[config.mk]
export PLATFORM = sky130hd
export DESIGN_NAME = lru_block_cache_tags_flat
export DESIGN_NICKNAME = d
export VERILOG_FILES = /design/src/hw/rtl/lbc_pkg.sv /design/src/hw/rtl/lbc_req_if.sv /design/src/hw/rtl/lbc_rsp_if.sv /design/src/hw/rtl/lbc_ctrl.sv /design/src/hw/rtl/lbc_datapath.sv /design/src/hw/rtl/lru_block_cache_tags.sv /design/src/flat_wrapper.sv
export SDC_FILE = /design/constraint.sdc
export NUM_CORES = 2
export LEC_CHECK = 0
export BUFFER_PORTS_ARGS = -buffer_cell sky130_fd_sc_hd__buf_2
export CORE_MARGIN = 5
export CORE_UTILIZATION = 65
export CTS_CLUSTER_SIZE = 20
export DETAILED_ROUTE_END_ITERATION = 8
export PLACE_DENSITY = 0.81
export SYNTH_ARGS = -nofsm -noshare
export SYNTH_HDL_FRONTEND = slang
export SYNTH_SLANG_ARGS = --single-unit
export TNS_END_PERCENT = 30
[constraint.sdc]
create_clock -name clk -period 5.47 [get_ports clk]
set_clock_uncertainty 0.1 [all_clocks]
set_input_delay 1.3675 -clock clk [delete_from_list [all_inputs] [get_ports clk]]
set_output_delay 1.3675 -clock clk [all_outputs]
set_load 0.02 [all_outputs]
[src/hw/rtl/lbc_pkg.sv]
package lbc_pkg;

    localparam int CACHE_ENTRIES  = 32;
    localparam int BLOCK_NUM_BITS = 16;

    localparam int IDX_W       = (CACHE_ENTRIES > 1) ? $clog2(CACHE_ENTRIES) : 1;
    localparam int RANK_W      = IDX_W;
    localparam int CNT_W       = $clog2(CACHE_ENTRIES + 1);
    localparam int IN_BLOCK_W  = 16;
    localparam int SLOT_W      = 5;
    localparam int OUT_BLOCK_W = 16;

    typedef logic [BLOCK_NUM_BITS-1:0] tag_t;
    typedef logic [IDX_W-1:0]          idx_t;
    typedef logic [RANK_W-1:0]         rank_t;
    typedef logic [CNT_W-1:0]          cnt_t;

    // Commands from the controller to the datapath.
    typedef struct packed {
        logic capture;
        logic lookup;
        logic commit;
    } lbc_cmd_t;

endpackage

[src/hw/rtl/lbc_req_if.sv]
interface lbc_req_if;
    logic                              valid;
    logic                              ready;
    logic [lbc_pkg::IN_BLOCK_W-1:0]    block_number;

    modport source (output valid, output block_number, input ready);
    modport sink   (input valid, input block_number, output ready);
endinterface

[src/hw/rtl/lbc_rsp_if.sv]
interface lbc_rsp_if;
    logic                              valid;
    logic                              ready;
    logic                              hit;
    logic [lbc_pkg::SLOT_W-1:0]        slot;
    logic                              evicted_valid;
    logic [lbc_pkg::OUT_BLOCK_W-1:0]   evicted_block;

    modport source (output valid, output hit, output slot, output evicted_valid,
                    output evicted_block, input ready);
    modport sink   (input valid, input hit, input slot, input evicted_valid,
                    input evicted_block, output ready);
endinterface

[src/hw/rtl/lbc_ctrl.sv]
module lbc_ctrl (
    input  logic              clk,
    input  logic              rst_n,
    input  logic              in_valid,
    output logic              in_ready,
    output logic              out_valid,
    input  logic              out_ready,
    output lbc_pkg::lbc_cmd_t cmd
);

    typedef enum logic [1:0] {
        ST_IDLE,
        ST_LOOKUP,
        ST_COMMIT
    } state_t;

    state_t state_reg;
    state_t state_next;
    logic   out_valid_reg;
    logic   out_valid_next;
    logic   slot_free;

    // The result register is free when empty or being drained this cycle.
    assign slot_free = !out_valid_reg || out_ready;

    always_comb
    begin
        state_next     = state_reg;
        out_valid_next = out_valid_reg && !out_ready;
        cmd            = '0;
        unique case (state_reg)
            ST_IDLE:
            begin
                if (in_valid)
                begin
                    cmd.capture = 1'b1;
                    state_next  = ST_LOOKUP;
                end
            end
            ST_LOOKUP:
            begin
                cmd.lookup = 1'b1;
                state_next = ST_COMMIT;
            end
            ST_COMMIT:
            begin
                if (slot_free)
                begin
                    cmd.commit     = 1'b1;
                    out_valid_next = 1'b1;
                    state_next     = ST_IDLE;
                end
            end
            default:
            begin
                state_next = ST_IDLE;
            end
        endcase
    end

    always_ff @(posedge clk or negedge rst_n)
    begin
        if (!rst_n)
        begin
            state_reg     <= ST_IDLE;
            out_valid_reg <= 1'b0;
        end
        else
        begin
            state_reg     <= state_next;
            out_valid_reg <= out_valid_next;
        end
    end

    assign in_ready  = (state_reg == ST_IDLE);
    assign out_valid = out_valid_reg;

    a_commit_room: assert property (@(posedge clk) disable iff (!rst_n)
        cmd.commit |-> (!out_valid_reg || out_ready))
        else $error("commit while result register is occupied");

    a_commit_shows: assert property (@(posedge clk) disable iff (!rst_n)
        cmd.commit |=> out_valid_reg)
        else $error("committed word not presented");

    a_lookup_next: assert property (@(posedge clk) disable iff (!rst_n)
        state_reg == ST_LOOKUP |=> state_reg == ST_COMMIT)
        else $error("lookup not followed by commit");

endmodule

[src/hw/rtl/lbc_datapath.sv]
module lbc_datapath (
    input  logic                                clk,
    input  logic                                rst_n,
    input  lbc_pkg::lbc_cmd_t                   cmd,
    input  logic [lbc_pkg::IN_BLOCK_W-1:0]      block_number,
    output logic                                hit,
    output logic [lbc_pkg::SLOT_W-1:0]          slot,
    output logic                                evicted_valid,
    output logic [lbc_pkg::OUT_BLOCK_W-1:0]     evicted_block
);

    localparam int N = lbc_pkg::CACHE_ENTRIES;

    lbc_pkg::tag_t  tag_reg   [N];
    logic [N-1:0]   valid_reg;
    lbc_pkg::rank_t rank_reg  [N];
    lbc_pkg::cnt_t  fill_count_reg;

    lbc_pkg::tag_t  key_reg;

    // Registered lookup decision.
    logic           hit_reg;
    logic           evict_reg;
    logic           fill_reg;
    lbc_pkg::idx_t  target_reg;
    lbc_pkg::cnt_t  limit_reg;
    lbc_pkg::tag_t  victim_tag_reg;

    // Result register.
    logic                               res_hit_reg;
    logic [lbc_pkg::SLOT_W-1:0]         res_slot_reg;
    logic                               res_ev_valid_reg;
    logic [lbc_pkg::OUT_BLOCK_W-1:0]    res_ev_block_reg;

    logic           match_any;
    logic           full;
    lbc_pkg::idx_t  found_idx;
    lbc_pkg::idx_t  free_idx;
    lbc_pkg::idx_t  victim_idx;

    assign full = (fill_count_reg == lbc_pkg::cnt_t'(N));

    // Tag compare against every slot, plus first free slot and the LRU slot.
    // Ranks of valid slots are distinct, so once full the victim is the one
    // holding the oldest rank.
    always_comb
    begin
        match_any  = 1'b0;
        found_idx  = '0;
        free_idx   = '0;
        victim_idx = '0;
        for (int i = N - 1; i >= 0; i--)
        begin
            if (valid_reg[i] && (tag_reg[i] == key_reg))
            begin
                match_any = 1'b1;
                found_idx = lbc_pkg::idx_t'(i);
            end
            if (!valid_reg[i])
            begin
                free_idx = lbc_pkg::idx_t'(i);
            end
            if (valid_reg[i] && (rank_reg[i] == lbc_pkg::rank_t'(N - 1)))
            begin
                victim_idx = lbc_pkg::idx_t'(i);
            end
        end
    end

    always_ff @(posedge clk)
    begin
        if (cmd.capture)
        begin
            key_reg <= lbc_pkg::tag_t'(block_number);
        end
        if (cmd.lookup)
        begin
            hit_reg        <= match_any;
            fill_reg       <= !match_any && !full;
            evict_reg      <= !match_any && full;
            victim_tag_reg <= tag_reg[victim_idx];
            if (match_any)
            begin
                target_reg <= found_idx;
                limit_reg  <= lbc_pkg::cnt_t'(rank_reg[found_idx]);
            end
            else if (!full)
            begin
                target_reg <= free_idx;
                limit_reg  <= lbc_pkg::cnt_t'(N);
            end
            else
            begin
                target_reg <= victim_idx;
                limit_reg  <= lbc_pkg::cnt_t'(rank_reg[victim_idx]);
            end
        end
        if (cmd.commit)
        begin
            res_hit_reg      <= hit_reg;
            res_slot_reg     <= lbc_pkg::SLOT_W'(target_reg);
            res_ev_valid_reg <= evict_reg;
            res_ev_block_reg <= evict_reg ? lbc_pkg::OUT_BLOCK_W'(victim_tag_reg) : '0;
            tag_reg[target_reg] <= key_reg;
        end
    end

    always_ff @(posedge clk or negedge rst_n)
    begin
        if (!rst_n)
        begin
            for (int i = 0; i < N; i++)
            begin
                valid_reg[i] <= 1'b0;
                rank_reg[i]  <= '0;
            end
            fill_count_reg <= '0;
        end
        else if (cmd.commit)
        begin
            for (int i = 0; i < N; i++)
            begin
                if (target_reg == lbc_pkg::idx_t'(i))
                begin
                    valid_reg[i] <= 1'b1;
                    rank_reg[i]  <= '0;
                end
                else if (valid_reg[i] && (lbc_pkg::cnt_t'(rank_reg[i]) < limit_reg))
                begin
                    rank_reg[i] <= rank_reg[i] + 1'b1;
                end
            end
            if (fill_reg)
            begin
                fill_count_reg <= fill_count_reg + 1'b1;
            end
        end
    end

    assign hit           = res_hit_reg;
    assign slot          = res_slot_reg;
    assign evicted_valid = res_ev_valid_reg;
    assign evicted_block = res_ev_block_reg;

    a_fill_matches: assert property (@(posedge clk) disable iff (!rst_n)
        $countones(valid_reg) == fill_count_reg)
        else $error("fill count disagrees with valid bits");

    a_fill_bound: assert property (@(posedge clk) disable iff (!rst_n)
        fill_count_reg <= lbc_pkg::cnt_t'(N))
        else $error("fill count above capacity");

    a_hit_no_fill: assert property (@(posedge clk) disable iff (!rst_n)
        (cmd.commit && hit_reg) |=> $stable(fill_count_reg))
        else $error("fill count changed on a hit");

endmodule

[src/hw/rtl/lru_block_cache_tags.sv]
// Fully associative LRU tag store for a disk block cache. Each word on req
// carries a block number; each word on rsp reports hit, the slot now holding
// the block, and on an eviction the block number that was thrown out. One
// request is handled at a time, in three steps: capture, a registered
// tag compare across all slots that also picks the free or least recently
// used slot, and an update of the tags and recency ranks that loads the
// result register. A new request is accepted while the previous result still
// waits; the update of that new request stalls until the result is taken.
// Reset clears all valid bits at once, so no clearing pass is needed.
module lru_block_cache_tags (
    input  logic        clk,
    input  logic        rst_n,
    lbc_req_if.sink     req,
    lbc_rsp_if.source   rsp
);

    lbc_pkg::lbc_cmd_t cmd;

    lbc_ctrl u_ctrl (
        .clk       (clk),
        .rst_n     (rst_n),
        .in_valid  (req.valid),
        .in_ready  (req.ready),
        .out_valid (rsp.valid),
        .out_ready (rsp.ready),
        .cmd       (cmd)
    );

    lbc_datapath u_datapath (
        .clk           (clk),
        .rst_n         (rst_n),
        .cmd           (cmd),
        .block_number  (req.block_number),
        .hit           (rsp.hit),
        .slot          (rsp.slot),
        .evicted_valid (rsp.evicted_valid),
        .evicted_block (rsp.evicted_block)
    );

endmodule

[src/flat_wrapper.sv]
// flat-port wrapper written by rule: the top's interface ports become plain ports
module lru_block_cache_tags_flat 
  (clk, rst_n, req_valid, req_block_number, req_ready, rsp_valid, rsp_hit, rsp_slot, rsp_evicted_valid, rsp_evicted_block, rsp_ready);
  lbc_req_if req_i ();
  lbc_rsp_if rsp_i ();
  input  logic clk;
  input  logic rst_n;
  input wire logic [$bits(req_i.valid)-1:0] req_valid;
  input wire logic [$bits(req_i.block_number)-1:0] req_block_number;
  output wire logic [$bits(req_i.ready)-1:0] req_ready;
  output wire logic [$bits(rsp_i.valid)-1:0] rsp_valid;
  output wire logic [$bits(rsp_i.hit)-1:0] rsp_hit;
  output wire logic [$bits(rsp_i.slot)-1:0] rsp_slot;
  output wire logic [$bits(rsp_i.evicted_valid)-1:0] rsp_evicted_valid;
  output wire logic [$bits(rsp_i.evicted_block)-1:0] rsp_evicted_block;
  input wire logic [$bits(rsp_i.ready)-1:0] rsp_ready;
  assign req_i.valid = req_valid;
  assign req_i.block_number = req_block_number;
  assign req_ready = req_i.ready;
  assign rsp_valid = rsp_i.valid;
  assign rsp_hit = rsp_i.hit;
  assign rsp_slot = rsp_i.slot;
  assign rsp_evicted_valid = rsp_i.evicted_valid;
  assign rsp_evicted_block = rsp_i.evicted_block;
  assign rsp_i.ready = rsp_ready;
  lru_block_cache_tags u_core (.clk(clk), .rst_n(rst_n), .req(req_i), .rsp(rsp_i));
endmodule
# Yosys cells after proc, flatten, opt, wreduce, memory -nomap -nowiden
# Memory sizes are Yosys's and may differ from the RTL's. A register that Yosys moved wholly into a read port is not among the register bits.
# Index checks and enable logic that the tools add are counted.
# word_totals
reg_bits,254
mem_bits_rw,512
input_bits,20
out_inout_bits,25
memories,1
# op_classes
addsub,33
magnitude_cmp,34
eq_ne,100
mux,214
n_bitwise,2
n_reduce_logical,204
# memory_table
memory,depth,width,read_ports,rd_ports_with_merged_regs,write_ports,line,rtl
u_core.u_datapath.tag_reg,32,16,33,1,1,lbc_datapath.sv:14,lbc_pkg::tag_t tag_reg [N];
# op_table
op,count
2-to-1 mux 5 bit,167
== test 16 bit,32
"== test 5 bit, second input constant",48
< comparator 5 x 6 -> 1 bit,32
"adder 5 x 1 -> 5 bit, second input constant",32
AND reduction 2 bit,66
logical AND 1 bit,99
nonzero test 2 bit,32
binary-select mux 5 bit (select 5 bit),2
2-to-1 mux 1 bit,41
"== test 5 x 4 -> 1 bit, second input constant",8
"== test 5 x 3 -> 1 bit, second input constant",4
"greater-or-equal comparator 6 bit, second input constant",2
inverter 5 -> 6 bit,2
"== test 5 x 2 -> 1 bit, second input constant",2
"adder 6 x 1 -> 6 bit, second input constant",1
"== test 6 bit, second input constant",1
2-to-1 mux 6 bit,1
one-hot mux 2 bit (3 select lines),1
"== test 5 x 1 -> 1 bit, second input constant",1
zero test 5 bit,1
zero test 1 bit,4
2-to-1 mux 2 bit,2
"inequality test 2 bit, second input constant",2
other kinds (4),4

# Logic depth before layout (Yosys ltp)
# depth
depth_word,40
ltp_mapped,20

# Cells and area by module
# A second synthesis with hierarchy kept.
# unflattened
cells_unflattened,4862
area_unflattened_um2,47942.2
# by_module_without_submodules
module,instances,cells_each,area_each_um2,seq_area_each_um2
lbc_datapath,1,4850,47809.6,22401.5
lbc_ctrl,1,12,132.6,75.1

# Least setup slack after synthesis
# No wires, ideal clock.
# synth_timing
kind,register -> register
startpoint,reg u_core.u_datapath.key_reg[2]
endpoint,reg u_core.u_datapath.limit_reg[3] (data pin)
arrival_ps,4164
t_required_ps,5109
setup_slack_ps,945
path_stages_with_launch,16
period_less_slack_ps,4525
cell_sequence,edfxtp_1 -> buf_2 -> buf_6 -> xnor2_2 -> nand4_1 -> or4b_1 -> or4_4 -> nand4b_1 -> o311ai_1 -> a211o_1 -> buf_6 -> mux2_4 -> a31o_1 -> a311oi_1 -> nand3_1 -> a311o_1
# synth_via
elab_chain_len,39
# synth_rtl
item,line,rtl
start: declaration,lbc_datapath.sv:19,lbc_pkg::tag_t key_reg;
start signal: assignment,lbc_datapath.sv:74,key_reg <= lbc_pkg::tag_t'(block_number);
== test 16 bit,lbc_datapath.sv:54,if (valid_reg[i] && (tag_reg[i] == key_reg))
logical AND 1 bit,lbc_datapath.sv:54,
2-to-1 mux 5 bit (32 in series),lbc_datapath.sv:54,
inverter 5 -> 6 bit (not written as such),lbc_datapath.sv:85,limit_reg <= lbc_pkg::cnt_t'(rank_reg[found_idx]);
binary-select mux 5 bit (select 5 bit),lbc_datapath.sv:85,
2-to-1 mux 5 bit (not written as such) (2 in series),lbc_datapath.sv:85,
2-to-1 mux 5 bit *,lbc_datapath.sv:82,if (match_any)
end signal: assignment,lbc_datapath.sv:85,
end signal: assignment,lbc_datapath.sv:90,limit_reg <= lbc_pkg::cnt_t'(N);
end signal: assignment,lbc_datapath.sv:95,limit_reg <= lbc_pkg::cnt_t'(rank_reg[victim_idx]);
end: declaration,lbc_datapath.sv:26,lbc_pkg::cnt_t limit_reg;
# Every way passes the cells marked *; elsewhere a longest branch is shown, timed or not. The select of a mux whose other input is x is not followed.
# A chain may end at the register's enable or synchronous reset.

# Worst setup path in the final report
# layout_timing
startpoint,reg u_core.u_datapath.rank_reg[131] (netlist bit)
endpoint,"reg u_core.u_datapath.victim_tag_reg[13], read port of u_core.u_datapath.tag_reg (data pin)"
# layout_via
elab_chain_len,8
# layout_rtl
item,line,rtl
start: declaration,lbc_datapath.sv:16,lbc_pkg::rank_t rank_reg [N];
start signal: indexed assignment,lbc_datapath.sv:130,rank_reg[i] <= rank_reg[i] + 1'b1;
== test 5 bit,lbc_datapath.sv:63,if (valid_reg[i] && (rank_reg[i] == lbc_pkg::rank_t'(N - 1)))
logical AND 1 bit,lbc_datapath.sv:63,
2-to-1 mux 5 bit (6 in series),lbc_datapath.sv:63,
end: declaration,lbc_datapath.sv:27,lbc_pkg::tag_t victim_tag_reg;
# Every way passes these cells.

==> impl_results.md <==
- Total Neg Setup Slack: 0 ns
- # setup viols final: 0
- Routed Antenna Nets: 0
- WP buf/inv: 2
- RSZ-0062 raised after global routing: false
- Final WL: 186,000 um
- Htree depth: 3
- Worst Path Required: 5.79 ns
- Worst path top cell family by delay: compound AO/OA/AOI/OAI gates
- Wirelength per Cell: 32.0 um
- Startpoint Class: register
- Final Hold Fails: 0
- DP Wirelength: 137,000 um
- WHS: 0.356 ns
- Post-synth EDFFs: 581
- Crit path top cell by count: o21ai_0
- LEAKAGE: 0.0215 uW
- Vias: 42,100
- Worst-path clk slew: 0.06 ns
- # Max-Cap Violations: 0
- Std-Cell Rows: 99
- Vias per cell: 7.23
- YS warnings: 0
- FF-to-FF setup slack: 0.14 ns
- Most common cell in the netlist: nand2_1
- Mapped Nets: 4,830
- Primary FF master, synth: edfxtp_1
- Worst setup path startpoint: u_core.u_datapath.rank_reg[131]
- Origin of the critical flop-to-flop path: u_core.u_datapath.rank_reg[131]
- Worst path max stage delay: 0.54 ns
- GPL Wtd Cong: 1.11
- Total gr overflow: 0
- Initial antenna violation count: 12
- Worst hold start: u_core.u_datapath.hit_reg
- Worst-Skew Late Latency: 0.68 ns
- Slew HR: 9.27%
- Postcts setup bufs: 0
- Syn Inst Count: 4,616
- Worst-Margin Slew: 1.34 ns
- GRT Overall Usage: 45.5%
- CP cell instances: ha_1, and3_1, ha_1, nand2_1, o21ai_0, a221oi_1, o31a_1, or2_4, buf_12, mux2i_1, mux4_2, nand2_1, o21ai_0, o21ai_0, buf_4
- Average cell area after synthesis: 10.4 sq um
- Slew Limit Fails: 0
- Outcome: completed
- Top cells by area, synth: edfxtp_1 (36%), dfrtp_1 (10%), xnor2_1 (5.5%)
- Crit end category: register
- Max Fclk: 188 MHz
- Initial drt markers: 7,434
- PD cells: 337 mW/mm^2
- VDD IR max: 0.383 mV
- Post_cts resized: 0
- IO buf count: 44
- Final min period: 5.33 ns
- Die height: 282 um
- Synth Register Bits: 782
- Worst min path class: register to register
- Post-synth top area cell: edfxtp_1
- Number of global-route vias before repair: 38,800
- TritonCTS buffer count: 87
- Cts hold-fix bufs: 0
- DRC Markers: 0
- Seq/Total Area, Yosys: 46.6%
- Pre-antenna DRT Iters: 9
- Design Power: 18,100 uW
- # clock sinks: 782
- CTS Root Cell: clkbuf_16
- Post-synth top area share: 36.2%
- Crit path max-delay cell type: or2_4
- Max reg flops: 512
- Die W: 282 um
- Die Area: 0.0797 sq mm
- Final worst path period share: 97.4%
- Area growth syn-to-layout: 11.5%
- Initial core utilization: 65.8%
- First-pass GRT wire length: 266,000 um
- Nets: 4,996
- Core ar.: 0.0733 sq mm
- CP max FO: 33
- Synth top cells by count: nand2_1 (615), edfxtp_1 (581), xnor2_1 (302), o21ai_0 (291), nand3_1 (280)
- Layout cells sized above 1: 11.5%
- Async SR Flop Fraction: 25.7%
- Cell Area, Synth: 0.0482 sq mm
- Layout fillers: 5,033
- TritonCTS clock tree: built
- Boundary pin count: 45
- Critical path type: register to register
- Largest net degree at the start of global routing: 104
- Clock Tree Buf Depth: 3
- Distinct cells, synth: 99
- WP data arrival: 5.65 ns
-- logic make-up (layout without fill, tap and decap cells) --
| kind of cell | after synthesis | in the layout | share of synthesized area, % |
|---|---|---|---|
| XOR/XNOR | 521 | 521 | 9.48 |
| other | 0 | 7 | 0 |
| adder cells (fa/ha/maj) | 194 | 194 | 5.03 |
| AO/OA/AOI/OAI | 756 | 756 | 10.3 |
| multiplexers | 265 | 265 | 6.55 |
| flip-flops | 782 | 782 | 46.6 |
| AND/OR/NAND/NOR | 1829 | 1830 | 19.1 |
| buffers and inverters | 269 | 506 | 2.91 |
-- routing by layer --
layer  vias up  track usage, %  wire, um
met5         -            2.56       214
met4        12            18.8     10600
met3       646            16.9     31300
met2      3654            63.4     74700
met1     20300            64.5     69200
li1      17400               -         -
-- worst paths after layout --
check / to / cells past startpoint
setup / recovery: u_core.u_datapath.victim_tag_reg[13] / 15
hold / removal: u_core.u_datapath.hit / 0
setup reg to reg: u_core.u_datapath.victim_tag_reg[13] / 15
hold reg to reg: u_core.u_datapath.hit / 0
max in group asynchronous: u_core.u_datapath.rank_reg[103] / 2
min in group asynchronous: u_core.u_datapath.valid_reg[22] / 1
-- cells in the final DEF, fill, tap and decap left out, drive strengths merged, types with 55 or more instances in the layout --
cell type,instances
a21oi,108
a22o,55
buf,300
clkbuf,108
dfrtp,201
edfxtp,581
ha,194
mux2i,210
nand2,616
nand2b,98
nand3,280
nand4,93
nor2,259
nor4,102
o21ai,296
xnor2,303
xor2,218
-- metrics by stage --
stage	utilization, %	cells	setup slack (ns)	instance area, sq um
after global placement	69.4	5651	0.359	50900
after detailed placement	69.4	5651	0.279	50900
after global routing	73.3	5816	0.0954	53700
after floorplan	-	4616	0.945	48200
after CTS	73.3	5812	0.259	53700
final	73.3	5820	0.141	53700
-- power by group --
part / internal, uW / switching (uW)
Clock: 3220 / 2630
Sequential: 6990 / 852
Combinational: 1600 / 2850
Total: 11800 / 6330
-- cell type report --
cell class | instances | area, sq um | area share, %
Inverter | 45 | 171 | 0.319
Clock buffer | 108 | 2350 | 4.37
Clock inverter | 53 | 444 | 0.826
Timing Repair Buffer | 300 | 2640 | 4.91
Sequential cell | 782 | 22500 | 41.8
Multi-Input combinational cell | 3566 | 24500 | 45.5
Antenna cell | 7 | 17.5 | 0.0326
Tap cell | 959 | 1200 | 2.23
(Power assumes the default switching activity.)
